==> src/design/pscv_pkg.sv <==
// ----------------------------------------------------------------------------
// PCM sample format converter package
// Format codes, register indexes, widths and format decode helpers.
// ----------------------------------------------------------------------------
package pscv_pkg;

  localparam int SAMPLE_W   = 48;
  localparam int WORD_W     = 32;
  localparam int FMT_W      = 4;
  localparam int CFG_IDX_W  = 2;
  localparam int CFG_DATA_W = 4;

  localparam logic [CFG_IDX_W-1:0] CFG_SAMPLE_FORMAT = 2'd0;
  localparam logic [CFG_IDX_W-1:0] CFG_CONV_DIR      = 2'd1;

  localparam logic DIR_UNPACK = 1'b0;
  localparam logic DIR_PACK   = 1'b1;

  localparam logic [FMT_W-1:0] SF_S8      = 4'd0;
  localparam logic [FMT_W-1:0] SF_U8      = 4'd1;
  localparam logic [FMT_W-1:0] SF_S16_LE  = 4'd2;
  localparam logic [FMT_W-1:0] SF_U16_LE  = 4'd3;
  localparam logic [FMT_W-1:0] SF_S24_LE  = 4'd4;
  localparam logic [FMT_W-1:0] SF_U24_LE  = 4'd5;
  localparam logic [FMT_W-1:0] SF_S32_LE  = 4'd6;
  localparam logic [FMT_W-1:0] SF_U32_LE  = 4'd7;
  localparam logic [FMT_W-1:0] SF_S16_BE  = 4'd8;
  localparam logic [FMT_W-1:0] SF_U16_BE  = 4'd9;
  localparam logic [FMT_W-1:0] SF_S24_BE  = 4'd10;
  localparam logic [FMT_W-1:0] SF_U24_BE  = 4'd11;
  localparam logic [FMT_W-1:0] SF_S32_BE  = 4'd12;
  localparam logic [FMT_W-1:0] SF_U32_BE  = 4'd13;
  localparam logic [FMT_W-1:0] FMT_RESET  = SF_S16_LE;

  // Offset-binary midpoints, and the positive full scale of each depth.
  localparam logic [WORD_W-1:0] OFFSET_8  = 32'h0000_0080;
  localparam logic [WORD_W-1:0] OFFSET_16 = 32'h0000_8000;
  localparam logic [WORD_W-1:0] OFFSET_24 = 32'h0080_0000;
  localparam logic [WORD_W-1:0] OFFSET_32 = 32'h8000_0000;
  localparam logic [WORD_W-1:0] MAX_8     = 32'h0000_007f;
  localparam logic [WORD_W-1:0] MAX_16    = 32'h0000_7fff;
  localparam logic [WORD_W-1:0] MAX_24    = 32'h007f_ffff;
  localparam logic [WORD_W-1:0] MAX_32    = 32'h7fff_ffff;

  typedef enum logic [1:0] {
    DEPTH_8,
    DEPTH_16,
    DEPTH_24,
    DEPTH_32
  } depth_t;

  typedef struct packed {
    logic   known;
    depth_t depth;
    logic   offs;
    logic   big;
  } fmt_t;

  function automatic fmt_t mk_fmt(input depth_t d, input logic offs, input logic big);
    fmt_t r;
    r.known = 1'b1;
    r.depth = d;
    r.offs  = offs;
    r.big   = big;
    return r;
  endfunction

  function automatic fmt_t decode_fmt(input logic [FMT_W-1:0] f);
    fmt_t r;
    r = '0;
    unique case (f)
      SF_S8:     r = mk_fmt(DEPTH_8,  1'b0, 1'b0);
      SF_U8:     r = mk_fmt(DEPTH_8,  1'b1, 1'b0);
      SF_S16_LE: r = mk_fmt(DEPTH_16, 1'b0, 1'b0);
      SF_U16_LE: r = mk_fmt(DEPTH_16, 1'b1, 1'b0);
      SF_S24_LE: r = mk_fmt(DEPTH_24, 1'b0, 1'b0);
      SF_U24_LE: r = mk_fmt(DEPTH_24, 1'b1, 1'b0);
      SF_S32_LE: r = mk_fmt(DEPTH_32, 1'b0, 1'b0);
      SF_U32_LE: r = mk_fmt(DEPTH_32, 1'b1, 1'b0);
      SF_S16_BE: r = mk_fmt(DEPTH_16, 1'b0, 1'b1);
      SF_U16_BE: r = mk_fmt(DEPTH_16, 1'b1, 1'b1);
      SF_S24_BE: r = mk_fmt(DEPTH_24, 1'b0, 1'b1);
      SF_U24_BE: r = mk_fmt(DEPTH_24, 1'b1, 1'b1);
      SF_S32_BE: r = mk_fmt(DEPTH_32, 1'b0, 1'b1);
      SF_U32_BE: r = mk_fmt(DEPTH_32, 1'b1, 1'b1);
      default:   r = '0;
    endcase
    return r;
  endfunction

  // Keep only the container bits of a word.
  function automatic logic [WORD_W-1:0] mask_word(input logic [WORD_W-1:0] w,
                                                  input depth_t d);
    logic [WORD_W-1:0] r;
    case (d)
      DEPTH_8:  r = {24'd0, w[7:0]};
      DEPTH_16: r = {16'd0, w[15:0]};
      default:  r = w;
    endcase
    return r;
  endfunction

  // Byte swap over the container; 24 bit samples sit in a 32 bit container.
  function automatic logic [WORD_W-1:0] swap_word(input logic [WORD_W-1:0] w,
                                                  input depth_t d);
    logic [WORD_W-1:0] r;
    case (d)
      DEPTH_8:  r = {24'd0, w[7:0]};
      DEPTH_16: r = {16'd0, w[7:0], w[15:8]};
      default:  r = {w[7:0], w[15:8], w[23:16], w[31:24]};
    endcase
    return r;
  endfunction

  function automatic logic [WORD_W-1:0] offset_of(input fmt_t fmt);
    logic [WORD_W-1:0] r;
    r = '0;
    if (fmt.offs) begin
      case (fmt.depth)
        DEPTH_8:  r = OFFSET_8;
        DEPTH_16: r = OFFSET_16;
        DEPTH_24: r = OFFSET_24;
        default:  r = OFFSET_32;
      endcase
    end
    return r;
  endfunction

endpackage

==> src/design/pscv_unpack.sv <==
// ----------------------------------------------------------------------------
// Unpack path
// Container word to normalized fixed point: swap, remove offset, scale, clamp.
// ----------------------------------------------------------------------------
module pscv_unpack import pscv_pkg::*; #(
  parameter int NORM_FRACTION_BITS = 32
) (
  input  fmt_t                fmt,
  input  logic [SAMPLE_W-1:0] sample,
  output logic [SAMPLE_W-1:0] norm
);

  localparam int SH8  = NORM_FRACTION_BITS - 7;
  localparam int SH16 = NORM_FRACTION_BITS - 15;
  localparam int SH24 = NORM_FRACTION_BITS - 23;
  localparam int SH32 = NORM_FRACTION_BITS - 31;
  // 24 bit samples keep all 32 container bits, so they need the most headroom
  localparam int RAW_W = WORD_W + SH24 + 1;
  localparam int EXT_W = (RAW_W > SAMPLE_W + 1) ? RAW_W : SAMPLE_W + 1;

  localparam logic signed [EXT_W-1:0] SAT_HI =
    {{(EXT_W-SAMPLE_W+1){1'b0}}, {(SAMPLE_W-1){1'b1}}};
  localparam logic signed [EXT_W-1:0] SAT_LO =
    {{(EXT_W-SAMPLE_W+1){1'b1}}, {(SAMPLE_W-1){1'b0}}};

  logic [WORD_W-1:0]       word;
  logic [WORD_W-1:0]       diff;
  logic signed [EXT_W-1:0] sext;
  logic signed [EXT_W-1:0] scaled;

  always_comb begin
    word = mask_word(sample[WORD_W-1:0], fmt.depth);
    if (fmt.big) begin
      word = swap_word(word, fmt.depth);
    end
    diff = word - offset_of(fmt);

    case (fmt.depth)
      DEPTH_8: begin
        sext   = {{(EXT_W-8){diff[7]}}, diff[7:0]};
        scaled = sext <<< SH8;
      end
      DEPTH_16: begin
        sext   = {{(EXT_W-16){diff[15]}}, diff[15:0]};
        scaled = sext <<< SH16;
      end
      DEPTH_24: begin
        sext   = {{(EXT_W-WORD_W){diff[WORD_W-1]}}, diff};
        scaled = sext <<< SH24;
      end
      default: begin
        sext   = {{(EXT_W-WORD_W){diff[WORD_W-1]}}, diff};
        scaled = sext <<< SH32;
      end
    endcase

    if (scaled > SAT_HI) begin
      norm = SAT_HI[SAMPLE_W-1:0];
    end else if (scaled < SAT_LO) begin
      norm = SAT_LO[SAMPLE_W-1:0];
    end else begin
      norm = scaled[SAMPLE_W-1:0];
    end
  end

endmodule

==> src/design/pscv_pack.sv <==
// ----------------------------------------------------------------------------
// Pack path
// Normalized fixed point to container word: scale, round, saturate, offset,
// wrap and swap.
// ----------------------------------------------------------------------------
module pscv_pack import pscv_pkg::*; #(
  parameter int NORM_FRACTION_BITS = 32
) (
  input  fmt_t                fmt,
  input  logic [SAMPLE_W-1:0] sample,
  output logic [SAMPLE_W-1:0] word_out
);

  localparam int SUM_W = SAMPLE_W + 1;
  localparam int SH8   = NORM_FRACTION_BITS - 7;
  localparam int SH16  = NORM_FRACTION_BITS - 15;
  localparam int SH24  = NORM_FRACTION_BITS - 23;
  localparam int SH32  = NORM_FRACTION_BITS - 31;
  // Half an LSB of the target depth; zero when there is no shift
  localparam logic [SUM_W-1:0] HALF8  = (SUM_W'(1) << SH8)  >> 1;
  localparam logic [SUM_W-1:0] HALF16 = (SUM_W'(1) << SH16) >> 1;
  localparam logic [SUM_W-1:0] HALF24 = (SUM_W'(1) << SH24) >> 1;
  localparam logic [SUM_W-1:0] HALF32 = (SUM_W'(1) << SH32) >> 1;

  logic                neg;
  logic [SAMPLE_W-1:0] mag;
  logic [SUM_W-1:0]    half;
  logic [SUM_W-1:0]    sum;
  logic [SUM_W-1:0]    rounded;
  logic [WORD_W-1:0]   pos_max;
  logic [WORD_W-1:0]   lim;
  logic [WORD_W-1:0]   clip;
  logic [WORD_W-1:0]   word;

  always_comb begin
    neg = sample[SAMPLE_W-1];
    mag = neg ? (~sample + SAMPLE_W'(1)) : sample;

    case (fmt.depth)
      DEPTH_8:  begin half = HALF8;  pos_max = MAX_8;  end
      DEPTH_16: begin half = HALF16; pos_max = MAX_16; end
      DEPTH_24: begin half = HALF24; pos_max = MAX_24; end
      default:  begin half = HALF32; pos_max = MAX_32; end
    endcase

    sum = {1'b0, mag} + half;
    case (fmt.depth)
      DEPTH_8:  rounded = sum >> SH8;
      DEPTH_16: rounded = sum >> SH16;
      DEPTH_24: rounded = sum >> SH24;
      default:  rounded = sum >> SH32;
    endcase

    // Negative side reaches one step further than the positive side
    lim = neg ? (pos_max + WORD_W'(1)) : pos_max;
    if (rounded > {{(SUM_W-WORD_W){1'b0}}, lim}) begin
      clip = lim;
    end else begin
      clip = rounded[WORD_W-1:0];
    end

    word = neg ? (WORD_W'(0) - clip) : clip;
    word = mask_word(word + offset_of(fmt), fmt.depth);
    if (fmt.big) begin
      word = swap_word(word, fmt.depth);
    end
    word_out = {{(SAMPLE_W-WORD_W){1'b0}}, word};
  end

endmodule

==> src/design/pcm_sample_format_converter.sv <==
// Path: an accepted sample enters the input register; its result then enters
// the result register, which drives out_valid. Ready passes back through both.
// Throughput: one sample per cycle while out_ready is high; an input register
// feeds the format logic and a result register drives the output.
// Reset (synchronous, rst_n low): pipeline empties, sample_format returns to
// s16 little-endian, conversion_direction to unpack.
// ----------------------------------------------------------------------------
// PCM sample format converter
// Converts PCM container words to and from normalized fixed point samples.
// ----------------------------------------------------------------------------
module pcm_sample_format_converter import pscv_pkg::*; #(
  parameter int NORM_FRACTION_BITS = 32
) (
  input  logic                  clk,
  input  logic                  rst_n,
  input  logic                  cfg_we,
  input  logic [CFG_IDX_W-1:0]  cfg_index,
  input  logic [CFG_DATA_W-1:0] cfg_data,
  input  logic                  in_valid,
  output logic                  in_ready,
  input  logic [SAMPLE_W-1:0]   in_sample_in,
  input  logic                  in_last_in,
  output logic                  out_valid,
  input  logic                  out_ready,
  output logic [SAMPLE_W-1:0]   out_sample_out,
  output logic                  out_last_out
);

  logic [FMT_W-1:0]    fmt_r, fmt_nxt;
  logic                dir_r, dir_nxt;
  logic                s1_valid_r, s1_valid_nxt;
  logic [SAMPLE_W-1:0] s1_sample_r, s1_sample_nxt;
  logic                s1_last_r, s1_last_nxt;
  logic                out_valid_r, out_valid_nxt;
  logic [SAMPLE_W-1:0] out_sample_r, out_sample_nxt;
  logic                out_last_r, out_last_nxt;

  logic                out_free;
  logic                in_xfer;
  fmt_t                fmt;
  logic [SAMPLE_W-1:0] unpack_res;
  logic [SAMPLE_W-1:0] pack_res;
  logic [SAMPLE_W-1:0] result;

  assign fmt = decode_fmt(fmt_r);

  pscv_unpack #(.NORM_FRACTION_BITS(NORM_FRACTION_BITS)) u_unpack (
    .fmt    (fmt),
    .sample (s1_sample_r),
    .norm   (unpack_res)
  );

  pscv_pack #(.NORM_FRACTION_BITS(NORM_FRACTION_BITS)) u_pack (
    .fmt      (fmt),
    .sample   (s1_sample_r),
    .word_out (pack_res)
  );

  always_comb begin
    if (!fmt.known) begin
      result = '0;
    end else if (dir_r == DIR_PACK) begin
      result = pack_res;
    end else begin
      result = unpack_res;
    end
  end

  assign out_free = !out_valid_r || out_ready;
  assign in_ready = !s1_valid_r || out_free;
  assign in_xfer  = in_valid && in_ready;

  always_comb begin
    fmt_nxt = fmt_r;
    dir_nxt = dir_r;
    if (cfg_we) begin
      if (cfg_index == CFG_SAMPLE_FORMAT) begin
        fmt_nxt = cfg_data[FMT_W-1:0];
      end else if (cfg_index == CFG_CONV_DIR) begin
        dir_nxt = cfg_data[0];
      end
    end

    s1_valid_nxt  = in_xfer || (s1_valid_r && !out_free);
    s1_sample_nxt = in_xfer ? in_sample_in : s1_sample_r;
    s1_last_nxt   = in_xfer ? in_last_in : s1_last_r;

    out_valid_nxt  = out_free ? s1_valid_r : 1'b1;
    out_sample_nxt = out_sample_r;
    out_last_nxt   = out_last_r;
    if (out_free && s1_valid_r) begin
      out_sample_nxt = result;
      out_last_nxt   = s1_last_r;
    end
  end

  always_ff @(posedge clk) begin
    if (!rst_n) begin
      fmt_r       <= FMT_RESET;
      dir_r       <= DIR_UNPACK;
      s1_valid_r  <= 1'b0;
      out_valid_r <= 1'b0;
    end else begin
      fmt_r       <= fmt_nxt;
      dir_r       <= dir_nxt;
      s1_valid_r  <= s1_valid_nxt;
      out_valid_r <= out_valid_nxt;
    end
  end

  always_ff @(posedge clk) begin
    s1_sample_r  <= s1_sample_nxt;
    s1_last_r    <= s1_last_nxt;
    out_sample_r <= out_sample_nxt;
    out_last_r   <= out_last_nxt;
  end

  assign out_valid      = out_valid_r;
  assign out_sample_out = out_sample_r;
  assign out_last_out   = out_last_r;

endmodule

==> config.mk <==
export PLATFORM = sky130hd
export DESIGN_NAME = pcm_sample_format_converter
export DESIGN_NICKNAME = d
export VERILOG_FILES = /design/src/design/pscv_pkg.sv /design/src/design/pscv_unpack.sv /design/src/design/pscv_pack.sv /design/src/design/pcm_sample_format_converter.sv
export SDC_FILE = /design/constraint.sdc
export NUM_CORES = 1
export LEC_CHECK = 0
export ABC_AREA = 1
export BUFFER_PORTS_ARGS = -buffer_cell sky130_fd_sc_hd__buf_2
export CAP_MARGIN = 20
export CORE_MARGIN = 8
export CORE_UTILIZATION = 35
export CTS_CLUSTER_SIZE = 25
export DETAILED_ROUTE_END_ITERATION = 7
export PLACE_DENSITY = 0.56
export SLEW_MARGIN = 25
export SYNTH_ARGS = -nofsm -noshare
export SYNTH_HDL_FRONTEND = slang
export SYNTH_SLANG_ARGS = --single-unit
==> constraint.sdc <==
create_clock -name clk -period 15.6 [get_ports clk]
set_input_delay 1.56 -clock clk [delete_from_list [all_inputs] [get_ports clk]]
set_output_delay 1.56 -clock clk [all_outputs]
set_load 0.01 [all_outputs]
==> impl_metrics.env, run 1 <==
export IMPL_overflow=0
export IMPL_wl_per_cell_um=18.98
export IMPL_start_util_pct=35.23
export IMPL_syn2layout_area_growth_pct=9.236
export IMPL_finalSetupTns_ns=0
export IMPL_yosysWarnings=0
export IMPL_cts_root_buf="clkbuf_16"
export IMPL_antenna_found_initial=0
export IMPL_cp_slowest_cell="dfxtp_1"
export IMPL_min_period_ns=9.463
export IMPL_setup_violations=0
export IMPL_cap_violations=0
export IMPL_clock_path_buffers=2
export IMPL_clock_sinks=103
export IMPL_hold_buffers=0
export IMPL_floorplan_die_height_um=212.5
export IMPL_ys_types=57
export IMPL_ys_ff_latch=103
export IMPL_antenna_diode_count=0
export IMPL_dp_hpwl_um=43810
export IMPL_postSynthAreaPerCell_um2=5.975
export IMPL_path_clk_slew_ns=0.08
export IMPL_die_area_mm2=0.04518
export IMPL_tightest_slew_ns=0.9571
export IMPL_max_vdd_ir_drop_mv=0.05697
export IMPL_layout_drive_gt1_share_pct=12.52
export IMPL_regToRegStartpoint="fmt[2]"
export IMPL_synthTopCellsByArea="nand2_1 20%, edfxtp_1 20%, nand3_1 8.5%, nor2_1 7.7%, inv_1 6.6%"
export IMPL_via_per_inst=5.385
export IMPL_synth_edff_count=91
export IMPL_htreeDepth=3
export IMPL_core_area_mm2=0.03838
export IMPL_grt_pass1_vias=14560
export IMPL_fp_dieW_um=212.5
export IMPL_firstDrtPassIters=6
export IMPL_fillers=4322
export IMPL_cts_buffers=9
export IMPL_wl_um=53950
export IMPL_rrSetupSlack_ns=6.14
export IMPL_finalCritPeriodShare_pct=60.66
export IMPL_hold_path_class="reg -> reg"
export IMPL_rows=72
export IMPL_fmax_ghz=0.1057
export IMPL_synth_ff_type="edfxtp_1"
export IMPL_min_from="s1_last_r"
export IMPL_synthCells=2263
export IMPL_seqCellArea_mm2=0.002974
export IMPL_report_final_slew_viol_count=0
export IMPL_post_cts_repair_setup_buffers=0
export IMPL_syn_num_nets=2373
export IMPL_routabilityCongestion=0.9856
export IMPL_yosysSeqAreaShare_pct=21.99
export IMPL_io_buffers=110
export IMPL_relSlewSlack_pct=36.10
export IMPL_clkLatencyLatePin_ns=0.38
export IMPL_num_vias=15310
export IMPL_cpPeakStageDelay_ns=0.82
export IMPL_multi_input_area_mm2=0.009178
export IMPL_cp_end_kind="flop"
export IMPL_leakage_nw=6.962
export IMPL_clock_skew_ns=0.01475
export IMPL_antenna_left=0
export IMPL_synth_top_area_share_pct=20.27
export IMPL_synth_largest_area_cell="nand2_1"
export IMPL_ff2ff_path_depth=51
export IMPL_critPathMostFrequentCell="nand2_1"
export IMPL_async_flop_share_pct=0
export IMPL_synth_cell_area_mm2=0.01352
export IMPL_grt_max_degree=67
export IMPL_worstPathMaxFanout=41
export IMPL_grt_pass1_wl_um=83180
export IMPL_start_kind="flop"
export IMPL_reg2reg_to="out_sample_out[13]"
export IMPL_hold_depth=0
export IMPL_path_class="reg -> reg"
export IMPL_post_cts_resized=0
export IMPL_cts_tree="built"
export IMPL_crit_arrival_ns=9.58
export IMPL_ios=111
export IMPL_power_density_mw_per_mm2=90.09
export IMPL_finalHoldViolations=0
export IMPL_critical_path_required_ns=15.72
export IMPL_track_usage_pct=23.57
export IMPL_status="complete, no violations"
export IMPL_whs_ns=0.4395
export IMPL_drcViolationCount=0
export IMPL_rsz0062_at_grt="false"
export IMPL_nets=2430
export IMPL_holdPathEnd="out_last_out"
export IMPL_initialDrtViolationCount=1555
-- cells by family (layout without fill, tap and decap cells) --
logic type / Yosys count / count (layout) / share of synthesized area, %
compound gates: 270 / 270 / 12.04
xor+xnor: 59 / 59 / 3.822
fa+ha+maj: 50 / 50 / 4.627
buf+inv: 345 / 407 / 10.27
flops: 103 / 103 / 21.99
mux: 1 / 1 / 0.07404
simple gates: 1435 / 1435 / 47.18
-- flip-flops by register name, indices dropped and copies added (netlist names) --
name	count
dir_r	1
fmt	5
fmt_r	4
out_last_out	1
out_sample_out	41
out_valid	1
s1_last_r	1
s1_sample_r	48
s1_valid_r	1
-- cells in the mapped netlist (15+ instances only) --
library cell	instances
nand2_1	730
xor2_1	48
clkbuf_1	37
o221ai_1	17
nand2_2	41
edfxtp_1	91
nand4_1	38
inv_1	239
nor2_1	276
o211ai_1	17
nand3_1	230
ha_1	50
a21oi_1	66
o21ai_0	91
nand3b_1	15
inv_2	28
nor2_2	31
o22ai_1	17
nor3_1	21
-- final cells by class --
cell class	instances	area share [%]
Sequential cell	103	20.14
Timing Repair Buffer	120	4.236
Clock inverter	7	0.6777
Multi-Input combinational cell	1815	62.14
Clock buffer	9	1.525
Inverter	271	6.896
Tap cell	518	4.388
-- placed cells by master (no fill, tap or decap), drive strengths merged, types with 5 or more instances in the layout --
cell type and n:
buf 120, o21ai 105, nor2 322, nor3 23, dfxtp 12, a21oi 69, a221oi 5, o22ai 17
xor2 48, inv 269, clkbuf 9, edfxtp 91, nand3 238, clkinv 8, o221ai 17, xnor2 11
o2111ai 9, nand3b 15, o211ai 17, a31oi 13, nand2 782, ha 50, nand4 38, or2 9
-- worst max-delay path: cells and delay by family (launching register included) --
family / cells / cell delay [ns]
flops: 1 / 0.82
buf+inv: 7 / 0.53
compound gates: 4 / 0.79
xor+xnor: 1 / 0.38
fa+ha+maj: 4 / 0.71
simple gates: 35 / 5.91
-- power by group --
part / total [W] / internal (W) / switching [W]
clock: 0.000249 / 0.000130 / 0.000120
sequential: 0.000346 / 0.000325 / 0.0000210
combinational: 0.000735 / 0.000213 / 0.000522
total: 0.00133 / 0.000668 / 0.000663
-- stage by stage --
step / power [W] / cells / util, % / cell area (µm²) / worst slack, ns
floorplan: 0.0008701 / 2263 / - / 13520 / 8.011
global placement: 0.001072 / 2827 / 37.63 / 14440 / 6.221
detailed placement: 0.001073 / 2827 / 37.63 / 14440 / 6.251
CTS: 0.001326 / 2843 / 38.48 / 14770 / 6.225
global route: 0.001426 / 2843 / 38.48 / 14770 / 5.291
finish: 0.001331 / 2843 / 38.48 / 14770 / 6.137
-- routing by layer --
layer / vias to the layer above / global-route usage, % / wire length (µm)
met3: 103 / 2.624 / 3342
met5: - / 0 / 0
met1: 7099 / 32.28 / 24660
li1: 7515 / - / -
met2: 593 / 38.08 / 24220
met4: 0 / 8.115 / 1729
-- worst max path at each step --
stage / depth (start not counted) / startpoint / endpoint / slack [ns]
2_1_floorplan: 54 / s1_sample_r[47] / out_sample_out[13] / 8.01
5_1_grt: 53 / fmt[2] / out_sample_out[13] / 5.29
3_5_place_dp: 51 / fmt[2] / out_sample_out[13] / 6.25
4_1_cts: 51 / fmt[2] / out_sample_out[13] / 6.23
6_report: 51 / fmt[2] / out_sample_out[13] / 6.14
3_3_place_gp: 53 / fmt[2] / out_sample_out[13] / 6.22
(Power assumes the default switching activity.)
==> run 2, diff against run 1 <==
--- a/config.mk
+++ b/config.mk
@@ -12,7 +12,7 @@
 export CORE_UTILIZATION = 35
 export CTS_CLUSTER_SIZE = 25
 export DETAILED_ROUTE_END_ITERATION = 7
-export PLACE_DENSITY = 0.56
+export PLACE_DENSITY = 0.58
 export SLEW_MARGIN = 25
 export SYNTH_ARGS = -nofsm -noshare
 export SYNTH_HDL_FRONTEND = slang
==> constraint.sdc (replaced) <==
create_clock -name clk -period 7.85 [get_ports clk]
set_input_delay 0.785 -clock clk [delete_from_list [all_inputs] [get_ports clk]]
set_output_delay 0.785 -clock clk [all_outputs]
set_load 0.01 [all_outputs]
==> impl_metrics.env, run 2 (same netlist as run 1, synthesis figures left out) <==
export IMPL_floorplan_die_height_um=212.5
export IMPL_tightest_slew_ns=0.9667
export IMPL_start_kind="flop"
export IMPL_cpPeakStageDelay_ns=0.45
export IMPL_cts_root_buf="clkbuf_16"
export IMPL_status="complete, no violations"
export IMPL_clock_sinks=103
export IMPL_cap_violations=0
export IMPL_syn2layout_area_growth_pct=22.13
export IMPL_cp_slowest_cell="edfxtp_1"
export IMPL_die_area_mm2=0.04518
export IMPL_largest_register="s1_sample_r"
export IMPL_fp_dieW_um=212.5
export IMPL_cp_num_cells=51
export IMPL_cts_tree="built"
export IMPL_cp_end_kind="flop"
export IMPL_power_density_mw_per_mm2=170.0
export IMPL_start_util_pct=35.23
export IMPL_relSlewSlack_pct=35.46
export IMPL_leakage_nw=7.728
export IMPL_via_per_inst=5.361
export IMPL_clkLatencyLatePin_ns=0.38
export IMPL_final_common_cell="nand2_1"
export IMPL_fillers=4176
export IMPL_min_period_ns=7.463
export IMPL_hold_path_class="reg -> reg"
export IMPL_report_final_slew_viol_count=0
export IMPL_drcViolationCount=0
export IMPL_num_vias=15910
export IMPL_wl_per_cell_um=18.31
export IMPL_io_buffers=110
export IMPL_clock_skew_ns=0.01794
export IMPL_initialDrtViolationCount=1266
export IMPL_worstPathMaxFanout=8
export IMPL_grt_max_degree=62
export IMPL_antenna_found_initial=0
export IMPL_dp_hpwl_um=44230
export IMPL_grt_pass1_wl_um=82030
export IMPL_layout_common_cells="679 x nand2_1, 230 x nor2_1, 229 x inv_1, 208 x nand3_1, 127 x buf_4"
export IMPL_critical_path_required_ns=7.99
export IMPL_critPathTopFamily="simple AND/OR/NAND/NOR gates"
export IMPL_nets=2555
export IMPL_max_vdd_ir_drop_mv=0.1955
export IMPL_hold_depth=0
export IMPL_path_clk_slew_ns=0.08
export IMPL_antenna_diode_count=0
export IMPL_seqCellArea_mm2=0.002974
export IMPL_setup_violations=0
export IMPL_grt_pass1_vias=14720
export IMPL_layout_drive_gt1_share_pct=23.39
export IMPL_finalCritPeriodShare_pct=95.07
export IMPL_cts_buffers=9
export IMPL_critPathMostFrequentCell="nand2_1"
export IMPL_path_buf_inv=5
export IMPL_track_usage_pct=23.23
export IMPL_core_area_mm2=0.03838
export IMPL_ff2ff_path_depth=51
export IMPL_setup_ws_ns=0.3869
export IMPL_antenna_left=0
export IMPL_clock_path_buffers=2
export IMPL_finalSetupTns_ns=0
export IMPL_ios=111
export IMPL_routabilityCongestion=0.9977
export IMPL_multi_input_area_mm2=0.009968
export IMPL_crit_arrival_ns=7.60
export IMPL_wl_um=54350
export IMPL_finalHoldViolations=0
export IMPL_rows=72
export IMPL_htreeDepth=3
export IMPL_largest_reg_flops=48
export IMPL_pre_cts_slack_ns=-0.3150
export IMPL_overflow=0
export IMPL_fmax_ghz=0.1340
export IMPL_path_class="reg -> reg"
export IMPL_firstDrtPassIters=6
-- run 2: cell types whose count changed in the layout (fill, tap and decap cells not counted), moves of 9 or more --
cell     before  now
nor2_2       34   56
buf_4        10  127
nor2_1      273  230
nand2_2      41   84
nor2_4       13   34
o21ai_0      91   82
inv_1       238  229
nand3_2       8   28
nand2_1     730  679
nand3_1     230  208
-- run 2: routing by layer --
| metal | vias to the layer above | share of wire, % | track usage (%) |
|---|---|---|---|
| met5 | - | 0 | 0 |
| met4 | 0 | 4.2 | 9.139 |
| met3 | 108 | 6.6 | 2.860 |
| met2 | 670 | 46 | 37.94 |
| met1 | 7360 | 43 | 30.88 |
| li1 | 7773 | - | - |
-- run 2: path summary, 6_finish.rpt --
check / from / endpoint / slack, ns
worst max register to register: s1_sample_r[2] / out_sample_out[24] / 0.39
worst max-delay path: s1_sample_r[2] / out_sample_out[24] / 0.39
worst min register to register: s1_last_r / out_last_out / 0.44
worst min-delay path: s1_last_r / out_last_out / 0.44
-- run 2: timing repair --
item,in CTS,in global routing
pin swaps,0,58
gates resized for setup,6,211
endpoints found under the setup margin,20,32
hold buffers,0,0
buffers inserted,0,57
-- run 2: final cells by class --
cell class,instances,share of cell area [%]
Tap cell,518,3.925
Multi-Input combinational cell,1815,60.37
Clock inverter,7,0.4016
Sequential cell,103,18.01
Clock buffer,9,1.364
Inverter,271,6.183
Timing Repair Buffer,245,9.745
-- run 2: where the power goes --
group | internal, W | switching, W | total (W)
clock network | 0.000223 | 0.000234 | 0.000456
logic | 0.000564 | 0.00111 | 0.00168
registers | 0.000646 | 0.0000291 | 0.000675
total | 0.00143 | 0.00137 | 0.00281
-- run 2: metrics by stage --
stage / util, % / total power [W] / instance area [µm²] / hold slack (ns) / cells
6_report: 43.03 / 0.002807 / 16510 / 0.4357 / 2968
5_1_grt: 43.03 / 0.003004 / 16510 / 0.4434 / 2968
4_1_cts: 39.86 / 0.002653 / 15300 / 0.4338 / 2911
3_5_place_dp: 39.00 / 0.002181 / 14970 / 0.4077 / 2895
3_3_place_gp: 39.00 / 0.002176 / 14970 / 0.4101 / 2895
2_1_floorplan: - / 0.001729 / 13520 / 0.4003 / 2263
